`src/b64d_pkg.sv`:
```
// b64d_pkg: shared types, codes and character classification for the base64 decoder
// used by the front end, the queue, the back end and the top level
`default_nettype none

package b64d_pkg;

    localparam int B64D_COUNT_BITS  = 16;
    localparam int B64D_QUEUE_DEPTH = 4;
    localparam int B64D_ADDR_W      = 3;

    localparam logic [15:0] CAP_RESET = 16'hFFFF;

    // register byte addresses, decoded by paddr[2]
    localparam logic REG_OUT_CAPACITY = 1'b0;

    // result kinds
    localparam logic [1:0] KIND_DATA = 2'd0;
    localparam logic [1:0] KIND_DONE = 2'd1;
    localparam logic [1:0] KIND_ERR  = 2'd2;

    // error codes
    localparam logic [2:0] ERR_BAD_CHAR  = 3'd0;
    localparam logic [2:0] ERR_MISPLACED = 3'd1;
    localparam logic [2:0] ERR_AFTER_PAD = 3'd2;
    localparam logic [2:0] ERR_OVERFLOW  = 3'd3;
    localparam logic [2:0] ERR_PARTIAL   = 3'd4;

    // sextet markers
    localparam logic [7:0] SEX_PAD = 8'hFE;
    localparam logic [7:0] SEX_BAD = 8'hFF;

    // one queue entry: everything a single character produces
    typedef struct packed {
        logic [1:0]      nbytes;
        logic [2:0][7:0] bytes;
        logic            done;
        logic [15:0]     count;
        logic            err;
        logic [2:0]      code;
    } rec_t;

    function automatic logic [7:0] sextet_of(input logic [7:0] c);
        logic [7:0] v;
        begin
            case (c) inside
                [8'h41:8'h5A]: v = c - 8'h41;
                [8'h61:8'h7A]: v = c - 8'h61 + 8'd26;
                [8'h30:8'h39]: v = c - 8'h30 + 8'd52;
                8'h2B:         v = 8'd62;
                8'h2F:         v = 8'd63;
                8'h3D:         v = SEX_PAD;
                default:       v = SEX_BAD;
            endcase
            return v;
        end
    endfunction

    function automatic logic is_space(input logic [7:0] c);
        begin
            return c inside {8'h20, 8'h09, 8'h0D, 8'h0A};
        end
    endfunction

endpackage

`default_nettype wire

```
`src/b64d_intf.sv`:
```
// b64d_intf: valid/ready channel interfaces for characters in and results out
// depends on nothing
`default_nettype none

interface b64d_text_if;
    logic       valid;
    logic       ready;
    logic [7:0] ch;
    logic       last;

    modport source (output valid, ch, last, input ready);
    modport sink (input valid, ch, last, output ready);
endinterface

interface b64d_res_if;
    logic        valid;
    logic        ready;
    logic [1:0]  kind;
    logic [7:0]  data;
    logic [15:0] byte_count;
    logic [2:0]  err_code;
    logic        run_end;

    modport source (output valid, kind, data, byte_count, err_code, run_end, input ready);
    modport sink (input valid, kind, data, byte_count, err_code, run_end, output ready);
endinterface

`default_nettype wire

```
`src/b64d_front.sv`:
```
// b64d_front: takes one character per transfer, tracks group state, checks errors
// and pushes one record per character that has results; uses b64d_pkg and b64d_text_if
`default_nettype none

module b64d_front
    import b64d_pkg::*;
#(
    parameter int COUNT_BITS = B64D_COUNT_BITS
)
(
    input  wire logic        clk,
    input  wire logic        rst_n,
    b64d_text_if.sink        text,
    input  wire logic [15:0] out_capacity,
    input  wire logic        q_full,
    output logic             q_push,
    output rec_t             q_rec
);

    localparam int CMP_W = (COUNT_BITS + 1 > 17) ? COUNT_BITS + 1 : 17;

    logic [2:0][5:0]        held_reg, held_next;
    logic                   third_pad_reg, third_pad_next;
    logic [1:0]             fill_reg, fill_next;
    logic                   pad_seen_reg, pad_seen_next;
    logic                   failed_reg, failed_next;
    logic [COUNT_BITS-1:0]  bytes_reg, bytes_next;

    logic [7:0]             v;
    logic                   space;
    logic [1:0]             nb;
    logic [1:0]             emit_nb;
    logic [5:0]             s3;
    logic                   err_hit;
    logic [2:0]             err_c;
    logic                   done;
    logic                   clear;
    logic [COUNT_BITS:0]    total;
    logic                   overflow;
    logic [COUNT_BITS-1:0]  bytes_upd;
    logic                   accept;

    assign accept     = text.valid && text.ready;
    assign text.ready = !q_full;

    assign total    = {1'b0, bytes_reg} + (COUNT_BITS+1)'(nb);
    assign overflow = total[COUNT_BITS] || (CMP_W'(total) > CMP_W'(out_capacity));

    always_comb
    begin
        held_next      = held_reg;
        third_pad_next = third_pad_reg;
        fill_next      = fill_reg;
        pad_seen_next  = pad_seen_reg;
        failed_next    = failed_reg;
        bytes_upd      = bytes_reg;
        v              = sextet_of(text.ch);
        space          = is_space(text.ch);
        nb             = 2'd0;
        emit_nb        = 2'd0;
        s3             = 6'd0;
        err_hit        = 1'b0;
        err_c          = ERR_BAD_CHAR;
        done           = 1'b0;
        clear          = 1'b0;

        if (failed_reg)
        begin
            clear = text.last;
        end
        else
        begin
            if (!space)
            begin
                if (pad_seen_reg)
                begin
                    err_hit = 1'b1;
                    err_c   = ERR_AFTER_PAD;
                end
                else
                begin
                    case (fill_reg)
                        2'd0, 2'd1:
                        begin
                            if (v == SEX_PAD)
                            begin
                                err_hit = 1'b1;
                                err_c   = ERR_MISPLACED;
                            end
                            else if (v == SEX_BAD)
                            begin
                                err_hit = 1'b1;
                            end
                            else
                            begin
                                held_next[fill_reg] = v[5:0];
                                fill_next           = fill_reg + 2'd1;
                            end
                        end
                        2'd2:
                        begin
                            if (v == SEX_BAD)
                            begin
                                err_hit = 1'b1;
                            end
                            else
                            begin
                                third_pad_next = (v == SEX_PAD);
                                held_next[2]   = (v == SEX_PAD) ? 6'd0 : v[5:0];
                                fill_next      = 2'd3;
                            end
                        end
                        default:
                        begin
                            if (third_pad_reg)
                            begin
                                if (v != SEX_PAD)
                                begin
                                    err_hit = 1'b1;
                                    err_c   = ERR_MISPLACED;
                                end
                                else
                                begin
                                    nb = 2'd1;
                                end
                            end
                            else if (v == SEX_PAD)
                            begin
                                nb = 2'd2;
                            end
                            else if (v == SEX_BAD)
                            begin
                                err_hit = 1'b1;
                            end
                            else
                            begin
                                nb = 2'd3;
                                s3 = v[5:0];
                            end
                        end
                    endcase
                end
            end

            // group complete: capacity check, then release its bytes
            if (nb != 2'd0)
            begin
                if (overflow)
                begin
                    err_hit = 1'b1;
                    err_c   = ERR_OVERFLOW;
                end
                else
                begin
                    emit_nb        = nb;
                    bytes_upd      = total[COUNT_BITS-1:0];
                    fill_next      = 2'd0;
                    third_pad_next = 1'b0;
                    if (nb != 2'd3)
                    begin
                        pad_seen_next = 1'b1;
                    end
                end
            end

            if (!err_hit && text.last)
            begin
                if (fill_next != 2'd0)
                begin
                    err_hit = 1'b1;
                    err_c   = ERR_PARTIAL;
                end
                else
                begin
                    done = 1'b1;
                end
            end

            if (err_hit && !text.last)
            begin
                failed_next = 1'b1;
            end
            clear = text.last;
        end

        bytes_next = bytes_upd;
        if (clear)
        begin
            held_next      = '0;
            third_pad_next = 1'b0;
            fill_next      = 2'd0;
            pad_seen_next  = 1'b0;
            failed_next    = 1'b0;
            bytes_next     = '0;
        end
    end

    always_comb
    begin
        q_rec.nbytes   = emit_nb;
        q_rec.bytes[0] = {held_reg[0], held_reg[1][5:4]};
        q_rec.bytes[1] = {held_reg[1][3:0], held_reg[2][5:2]};
        q_rec.bytes[2] = {held_reg[2][1:0], s3};
        q_rec.done     = done;
        q_rec.count    = 16'(bytes_upd);
        q_rec.err      = err_hit;
        q_rec.code     = err_c;
    end

    assign q_push = accept && !failed_reg && ((emit_nb != 2'd0) || done || err_hit);

    always_ff @(posedge clk or negedge rst_n)
    begin
        if (!rst_n)
        begin
            held_reg      <= '0;
            third_pad_reg <= 1'b0;
            fill_reg      <= 2'd0;
            pad_seen_reg  <= 1'b0;
            failed_reg    <= 1'b0;
            bytes_reg     <= '0;
        end
        else if (accept)
        begin
            held_reg      <= held_next;
            third_pad_reg <= third_pad_next;
            fill_reg      <= fill_next;
            pad_seen_reg  <= pad_seen_next;
            failed_reg    <= failed_next;
            bytes_reg     <= bytes_next;
        end
    end

endmodule

`default_nettype wire

```
`src/b64d_queue.sv`:
```
// b64d_queue: small record fifo between the front end and the back end
// uses rec_t from b64d_pkg
`default_nettype none

module b64d_queue
    import b64d_pkg::*;
#(
    parameter int DEPTH = B64D_QUEUE_DEPTH
)
(
    input  wire logic clk,
    input  wire logic rst_n,
    input  wire logic push,
    input  rec_t      wr_rec,
    output logic      full,
    input  wire logic pop,
    output rec_t      rd_rec,
    output logic      empty
);

    localparam int PTR_W = (DEPTH > 1) ? $clog2(DEPTH) : 1;
    localparam int CNT_W = $clog2(DEPTH + 1);

    rec_t             store [DEPTH];
    logic [PTR_W-1:0] wr_ptr_reg, rd_ptr_reg;
    logic [CNT_W-1:0] cnt_reg;
    logic             do_push, do_pop;

    assign full    = (cnt_reg == CNT_W'(DEPTH));
    assign empty   = (cnt_reg == '0);
    assign do_push = push && !full;
    assign do_pop  = pop && !empty;
    assign rd_rec  = store[rd_ptr_reg];

    always_ff @(posedge clk)
    begin
        if (do_push)
        begin
            store[wr_ptr_reg] <= wr_rec;
        end
    end

    always_ff @(posedge clk or negedge rst_n)
    begin
        if (!rst_n)
        begin
            wr_ptr_reg <= '0;
            rd_ptr_reg <= '0;
            cnt_reg    <= '0;
        end
        else
        begin
            if (do_push)
            begin
                wr_ptr_reg <= (wr_ptr_reg == PTR_W'(DEPTH - 1)) ? '0 : wr_ptr_reg + 1'b1;
            end
            if (do_pop)
            begin
                rd_ptr_reg <= (rd_ptr_reg == PTR_W'(DEPTH - 1)) ? '0 : rd_ptr_reg + 1'b1;
            end
            if (do_push && !do_pop)
            begin
                cnt_reg <= cnt_reg + 1'b1;
            end
            else if (do_pop && !do_push)
            begin
                cnt_reg <= cnt_reg - 1'b1;
            end
        end
    end

endmodule

`default_nettype wire

```
`src/b64d_back.sv`:
```
// b64d_back: unpacks each queued record into result transfers, one per cycle while the
// result channel is ready, through an output register; uses b64d_pkg and b64d_res_if
`default_nettype none

module b64d_back
    import b64d_pkg::*;
(
    input  wire logic  clk,
    input  wire logic  rst_n,
    input  rec_t       q_rec,
    input  wire logic  q_empty,
    output logic       q_pop,
    b64d_res_if.source result
);

    logic [1:0]  idx_reg;
    logic        valid_reg;
    logic [1:0]  kind_reg;
    logic [7:0]  data_reg;
    logic [15:0] count_reg;
    logic [2:0]  code_reg;
    logic        run_end_reg;

    logic [2:0]  n_items;
    logic        last_item;
    logic        load;
    logic [1:0]  kind_next;
    logic [7:0]  data_next;
    logic [15:0] count_next;
    logic [2:0]  code_next;

    assign n_items   = {1'b0, q_rec.nbytes} + {2'b0, q_rec.done} + {2'b0, q_rec.err};
    assign last_item = ({1'b0, idx_reg} + 3'd1) == n_items;
    assign load      = !q_empty && (!valid_reg || result.ready);
    assign q_pop     = load && last_item;

    // bytes first, then the done or error result
    always_comb
    begin
        kind_next  = KIND_ERR;
        data_next  = 8'd0;
        count_next = 16'd0;
        code_next  = 3'd0;
        if (idx_reg < q_rec.nbytes)
        begin
            kind_next = KIND_DATA;
            data_next = q_rec.bytes[idx_reg];
        end
        else if (q_rec.done)
        begin
            kind_next  = KIND_DONE;
            count_next = q_rec.count;
        end
        else
        begin
            code_next = q_rec.code;
        end
    end

    always_ff @(posedge clk or negedge rst_n)
    begin
        if (!rst_n)
        begin
            idx_reg   <= 2'd0;
            valid_reg <= 1'b0;
        end
        else
        begin
            if (load)
            begin
                valid_reg <= 1'b1;
                idx_reg   <= last_item ? 2'd0 : idx_reg + 2'd1;
            end
            else if (result.ready)
            begin
                valid_reg <= 1'b0;
            end
        end
    end

    always_ff @(posedge clk)
    begin
        if (load)
        begin
            kind_reg    <= kind_next;
            data_reg    <= data_next;
            count_reg   <= count_next;
            code_reg    <= code_next;
            run_end_reg <= last_item;
        end
    end

    assign result.valid      = valid_reg;
    assign result.kind       = kind_reg;
    assign result.data       = data_reg;
    assign result.byte_count = count_reg;
    assign result.err_code   = code_reg;
    assign result.run_end    = run_end_reg;

endmodule

`default_nettype wire

```
`src/base64_decoder_strict_whitespace.sv`:
```
// base64 decoder top level: one character per cycle in while the queue is not full, one result
// per cycle out while the result channel is ready; a result passes through the record queue
// and the back end's output register after the transfer of the character that causes it; the
// record queue absorbs the up to four results of one character
// rst_n clears all group state, the queue and the output; out_capacity resets to 65535
// uses b64d_pkg, b64d_intf, b64d_front, b64d_queue, b64d_back
`default_nettype none

module base64_decoder_strict_whitespace
    import b64d_pkg::*;
#(
    parameter int COUNT_BITS  = B64D_COUNT_BITS,
    parameter int QUEUE_DEPTH = B64D_QUEUE_DEPTH
)
(
    input  wire logic                   clk,
    input  wire logic                   rst_n,
    b64d_text_if.sink                   text,
    b64d_res_if.source                  result,
    input  wire logic                   psel,
    input  wire logic                   penable,
    input  wire logic                   pwrite,
    input  wire logic [B64D_ADDR_W-1:0] paddr,
    input  wire logic [31:0]            pwdata,
    output logic [31:0]                 prdata,
    output logic                        pready
);

    logic [15:0] cap_reg;
    logic        cfg_wr;
    logic        q_full, q_empty, q_push, q_pop;
    rec_t        push_rec, head_rec;

    assign pready = 1'b1;
    assign cfg_wr = psel && penable && pwrite && pready;

    always_ff @(posedge clk or negedge rst_n)
    begin
        if (!rst_n)
        begin
            cap_reg <= CAP_RESET;
        end
        else if (cfg_wr && (paddr[2] == REG_OUT_CAPACITY))
        begin
            cap_reg <= pwdata[15:0];
        end
    end

    assign prdata = (paddr[2] == REG_OUT_CAPACITY) ? {16'd0, cap_reg} : 32'd0;

    b64d_front #(
        .COUNT_BITS (COUNT_BITS)
    ) u_front (
        .clk          (clk),
        .rst_n        (rst_n),
        .text         (text),
        .out_capacity (cap_reg),
        .q_full       (q_full),
        .q_push       (q_push),
        .q_rec        (push_rec)
    );

    b64d_queue #(
        .DEPTH (QUEUE_DEPTH)
    ) u_queue (
        .clk    (clk),
        .rst_n  (rst_n),
        .push   (q_push),
        .wr_rec (push_rec),
        .full   (q_full),
        .pop    (q_pop),
        .rd_rec (head_rec),
        .empty  (q_empty)
    );

    b64d_back u_back (
        .clk     (clk),
        .rst_n   (rst_n),
        .q_rec   (head_rec),
        .q_empty (q_empty),
        .q_pop   (q_pop),
        .result  (result)
    );

endmodule

`default_nettype wire

```
`src/flat_wrapper.sv`:
```
// flat-port wrapper written by rule: the top's interface ports become plain ports
module base64_decoder_strict_whitespace_flat import b64d_pkg::*;
#(
    parameter int COUNT_BITS  = B64D_COUNT_BITS,
    parameter int QUEUE_DEPTH = B64D_QUEUE_DEPTH
)
  (clk, rst_n, psel, penable, pwrite, paddr, pwdata, prdata, pready, text_valid, text_ch, text_last, text_ready, result_valid, result_kind, result_data, result_byte_count, result_err_code, result_run_end, result_ready);
  b64d_text_if text_i ();
  b64d_res_if result_i ();
  input  wire logic clk;
  input  wire logic rst_n;
  input  wire logic psel;
  input  wire logic penable;
  input  wire logic pwrite;
  input  wire logic [B64D_ADDR_W-1:0] paddr;
  input  wire logic [31:0] pwdata;
  output logic [31:0] prdata;
  output logic pready;
  input wire logic [$bits(text_i.valid)-1:0] text_valid;
  input wire logic [$bits(text_i.ch)-1:0] text_ch;
  input wire logic [$bits(text_i.last)-1:0] text_last;
  output wire logic [$bits(text_i.ready)-1:0] text_ready;
  output wire logic [$bits(result_i.valid)-1:0] result_valid;
  output wire logic [$bits(result_i.kind)-1:0] result_kind;
  output wire logic [$bits(result_i.data)-1:0] result_data;
  output wire logic [$bits(result_i.byte_count)-1:0] result_byte_count;
  output wire logic [$bits(result_i.err_code)-1:0] result_err_code;
  output wire logic [$bits(result_i.run_end)-1:0] result_run_end;
  input wire logic [$bits(result_i.ready)-1:0] result_ready;
  assign text_i.valid = text_valid;
  assign text_i.ch = text_ch;
  assign text_i.last = text_last;
  assign text_ready = text_i.ready;
  assign result_valid = result_i.valid;
  assign result_kind = result_i.kind;
  assign result_data = result_i.data;
  assign result_byte_count = result_i.byte_count;
  assign result_err_code = result_i.err_code;
  assign result_run_end = result_i.run_end;
  assign result_i.ready = result_ready;
  base64_decoder_strict_whitespace #(.COUNT_BITS(COUNT_BITS), .QUEUE_DEPTH(QUEUE_DEPTH)) u_core (.clk(clk), .rst_n(rst_n), .text(text_i), .result(result_i), .psel(psel), .penable(penable), .pwrite(pwrite), .paddr(paddr), .pwdata(pwdata), .prdata(prdata), .pready(pready));
endmodule
```
`config.mk`:
```
export PLATFORM = sky130hd
export DESIGN_NAME = base64_decoder_strict_whitespace_flat
export DESIGN_NICKNAME = d
export VERILOG_FILES = /design/src/b64d_pkg.sv /design/src/b64d_intf.sv /design/src/b64d_front.sv /design/src/b64d_queue.sv /design/src/b64d_back.sv /design/src/base64_decoder_strict_whitespace.sv /design/src/flat_wrapper.sv
export SDC_FILE = /design/constraint.sdc
export NUM_CORES = 1
export LEC_CHECK = 0
export BUFFER_PORTS_ARGS = -buffer_cell sky130_fd_sc_hd__clkbuf_2
export CAP_MARGIN = 20
export CORE_MARGIN = 3
export CORE_UTILIZATION = 51
export CTS_CLUSTER_DIAMETER = 120
export DETAILED_ROUTE_END_ITERATION = 8
export PLACE_DENSITY = 0.7
export SYNTH_ARGS = -nofsm -noshare
export SYNTH_HDL_FRONTEND = slang
export SYNTH_HIERARCHICAL = 1
export SYNTH_SLANG_ARGS = --single-unit
```
`constraint.sdc`:
```
create_clock -name clk -period 9.3 [get_ports clk]
set_input_delay 1.86 -clock clk [delete_from_list [all_inputs] [get_ports clk]]
set_output_delay 1.86 -clock clk [all_outputs]
set_load 0.01 [all_outputs]
```
==> results.sh <==
export IMPL_synth_edff_count=218
export IMPL_antenna_found_initial=0
export IMPL_grt_ovfl_total=0
export IMPL_drt_first_pass_iters=5
export IMPL_critPathLaunch="text_ch[2]"
export IMPL_synth_common_cells="edfxtp_1, nand2_1, dfrtp_1, inv_1, mux4_2"
export IMPL_clk_path_buf_depth=3
export IMPL_setup_tns_final_ns=0
export IMPL_power_share_clock=0.253
export IMPL_fin_crit_sh=0.9179
export IMPL_max_stage_delay_ns=0.49
export IMPL_wl_per_cell_um=18.81
export IMPL_synth_most_common_cell="edfxtp_1"
export IMPL_crit_arrival_ns=9.00
export IMPL_finalSetupViolations=0
export IMPL_slew_headroom=0.3319
export IMPL_async_reset_ff_frac=0.2297
export IMPL_drv_cap=0
export IMPL_area_delta_synth_final_pct=12.73
export IMPL_setup_worst_path_end_class="flop"
export IMPL_hp_start="u_core/u_front/q_rec[29]$_DFFE_PN0P_"
export IMPL_grt_start_max_net_pins=66
export IMPL_ir_drop_mv=0.1733
export IMPL_die_area_mm2=0.02918
export IMPL_initial_core_util=0.5258
export IMPL_fin_skew_ns=0.02587
export IMPL_rsz0062_at_grt="no"
export IMPL_cp_buffers_inverters=3
export IMPL_drt_initial_drc_count=706
export IMPL_yosysWarnings=6
export IMPL_dieHeight_um=170.8
export IMPL_slew_violations=0
export IMPL_clock_sinks=283
export IMPL_ys_ff_latch=283
export IMPL_coreArea_mm2=0.02635
export IMPL_pwr_share_seq=0.434
export IMPL_synth_area_per_cell_um2=14.24
export IMPL_diodes=0
export IMPL_worstSetupPathType="input pin to flop"
export IMPL_p_switching_w=0.001430
export IMPL_ys_seq_area_frac=0.5913
export IMPL_crit_path_max_fanout=8
export IMPL_reg2reg_from="u_core/u_front/fill_reg[0]$_DFFE_PN0P_"
export IMPL_cts_tree="built"
export IMPL_top_register="u_core/u_queue/store"
export IMPL_crit_family="simple AND/OR/NAND/NOR gates"
export IMPL_hold_path_class="flop to flop"
export IMPL_largest_reg_flops=188
export IMPL_min_period_ns=8.536
export IMPL_numCtsBuffers=28
export IMPL_viasPerCell=5.733
export IMPL_worst_setup_path_start_kind="input pin"
export IMPL_gp_congestion=0.8581
export IMPL_netlist_top_cells_area="edfxtp_1, dfrtp_1, mux4_2, ha_1, dfstp_2"
export IMPL_syn_instance_count=973
export IMPL_p_per_area_mw_per_mm2=289.7
export IMPL_worstSkewPairLatency_ns=0.54
export IMPL_p_sw_frac=0.3161
export IMPL_num_io_pins=116
export IMPL_synth_area_leader_cell="edfxtp_1"
export IMPL_cp_common_cell="ha_1"
export IMPL_pwr_share_comb=0.313
export IMPL_io_buffers=80
export IMPL_routed_wl_um=26720
export IMPL_cts_root_buf="clkbuf_16"
export IMPL_fp_row_count=59
export IMPL_fmax_ghz=0.1171
export IMPL_ctsResizeCount=0
export IMPL_postRouteAntennaNets=0
export IMPL_clk_pin_slew_ns=0.06
export IMPL_drc=0
export IMPL_vias=8146
export IMPL_final_cells=1421
export IMPL_holdBufCountCts=0
export IMPL_synth_top_area_share=0.4725
export IMPL_die_w_um=170.8
export IMPL_fin_nets=1161
export IMPL_leakagePower_nw=6.032
export IMPL_hold_viol=0
export IMPL_placed_cells=1369
export IMPL_grt_pass1_vias=7873
export IMPL_drive_gt1_frac=0.2606
export IMPL_tightest_slew_ns=0.9998
export IMPL_htreeDepth=1
export IMPL_dpl_hpwl_um=17570
export IMPL_critPathSlowestCell="or4_4"
export IMPL_intPower_w=0.003095
export IMPL_synth_area_mm2=0.01386
export IMPL_track_usage=0.1848
export IMPL_grt_pass1_wl_um=43020
export IMPL_synthFlopType="edfxtp_1"
export IMPL_cp_data_required_time_ns=9.76
export IMPL_postCtsSetupRepairBufs=0
export IMPL_status="complete, no violations"
export IMPL_synthDistinctLibCells=86
export IMPL_hold_slack_ns=0.5270
## metal layers
metal | vias up | share of wire | global-route usage
li1 | 3831 | - | -
met1 | 4050 | 0.48 | 0.2848
met2 | 234 | 0.46 | 0.2881
met3 | 31 | 0.055 | 0.02449
met4 | 0 | 0.013 | 0.03429
met5 | - | 0 | 0
## cell families after synthesis
family / share of synthesized area
other: 0.0005420
adders and majority gates: 0.04316
and+or+nand+nor: 0.1103
buffers and inverters: 0.04443
AOI/OAI and AO/OA: 0.07667
muxes: 0.1095
DFF: 0.5913
xor gates and xnor gates: 0.02402
## cell type report
| type | count | area [µm²] |
|---|---|---|
| sequential | 283 | 8195 |
| inverter | 46 | 172.7 |
| fill | 2009 | 10730 |
| timing repair buffer | 114 | 755.7 |
| clock buffer | 41 | 842.1 |
| multi-input combinational | 591 | 5111 |
| tap | 335 | 419.2 |
| clock inverter | 11 | 123.9 |
## power by group through the flow
stage	Clock (W)	Combinational, W	Sequential, W
6_report	0.00114	0.00142	0.00197
5_1_grt	0.00122	0.00158	0.00200
4_1_cts	0.00117	0.00144	0.00197
3_5_place_dp	0	0.00143	0.00199
3_3_place_gp	0	0.00139	0.00198
2_1_floorplan	0	0.00107	0.00195
## per-stage QoR
step                power (W)  setup WS (ns)  area [µm²]    util
global route         0.004801         0.1571       15620  0.5927
global placement     0.003372         0.3268       14650  0.5560
floorplan            0.003018         0.3008       13910       -
CTS                  0.004578         0.7482       15620  0.5927
detailed placement   0.003419         0.2078       14650  0.5560
finish               0.004525         0.7635       15620  0.5927
## placed cells by master (no fill, tap or decap), types with 7 or more instances in the layout
master       n
a21oi_1     20
a22oi_1     14
and2_1      10
and3_1      27
buf_12       8
buf_4       26
clkbuf_16   30
clkbuf_2    79
conb_1      17
dfrtp_1     47
dfstp_2     16
edfxtp_1   218
ha_1        43
inv_1       46
mux2_2      15
mux2_4      10
mux2i_1     11
mux4_2      45
nand2_1     65
nand3_1     16
nor2_1      31
nor2b_1     29
nor3_1      20
nor3b_1      7
o21ai_0     28
o221ai_1     7
or3_1        7
xnor2_1     27
xor2_1      11
## final timing paths
check,to,depth (start not counted),slack (ns)
worst max-delay path,u_core/u_queue/cnt_reg[2]$_DFFE_PN0P_,34,0.76
min in group asynchronous,u_core/u_queue/cnt_reg[1]$_DFFE_PN0P_,2,1.53
worst min register to register,u_core/u_queue/store[0][29]$_DFFE_PP_,0,0.53
max in group asynchronous,u_core/u_front/q_rec[28]$_DFFE_PN0P_,2,7.15
worst max register to register,u_core/u_queue/cnt_reg[2]$_DFFE_PN0P_,30,2.57
worst min-delay path,u_core/u_queue/store[0][29]$_DFFE_PP_,0,0.53
Note: power is estimated with default switching activity, not from simulation.
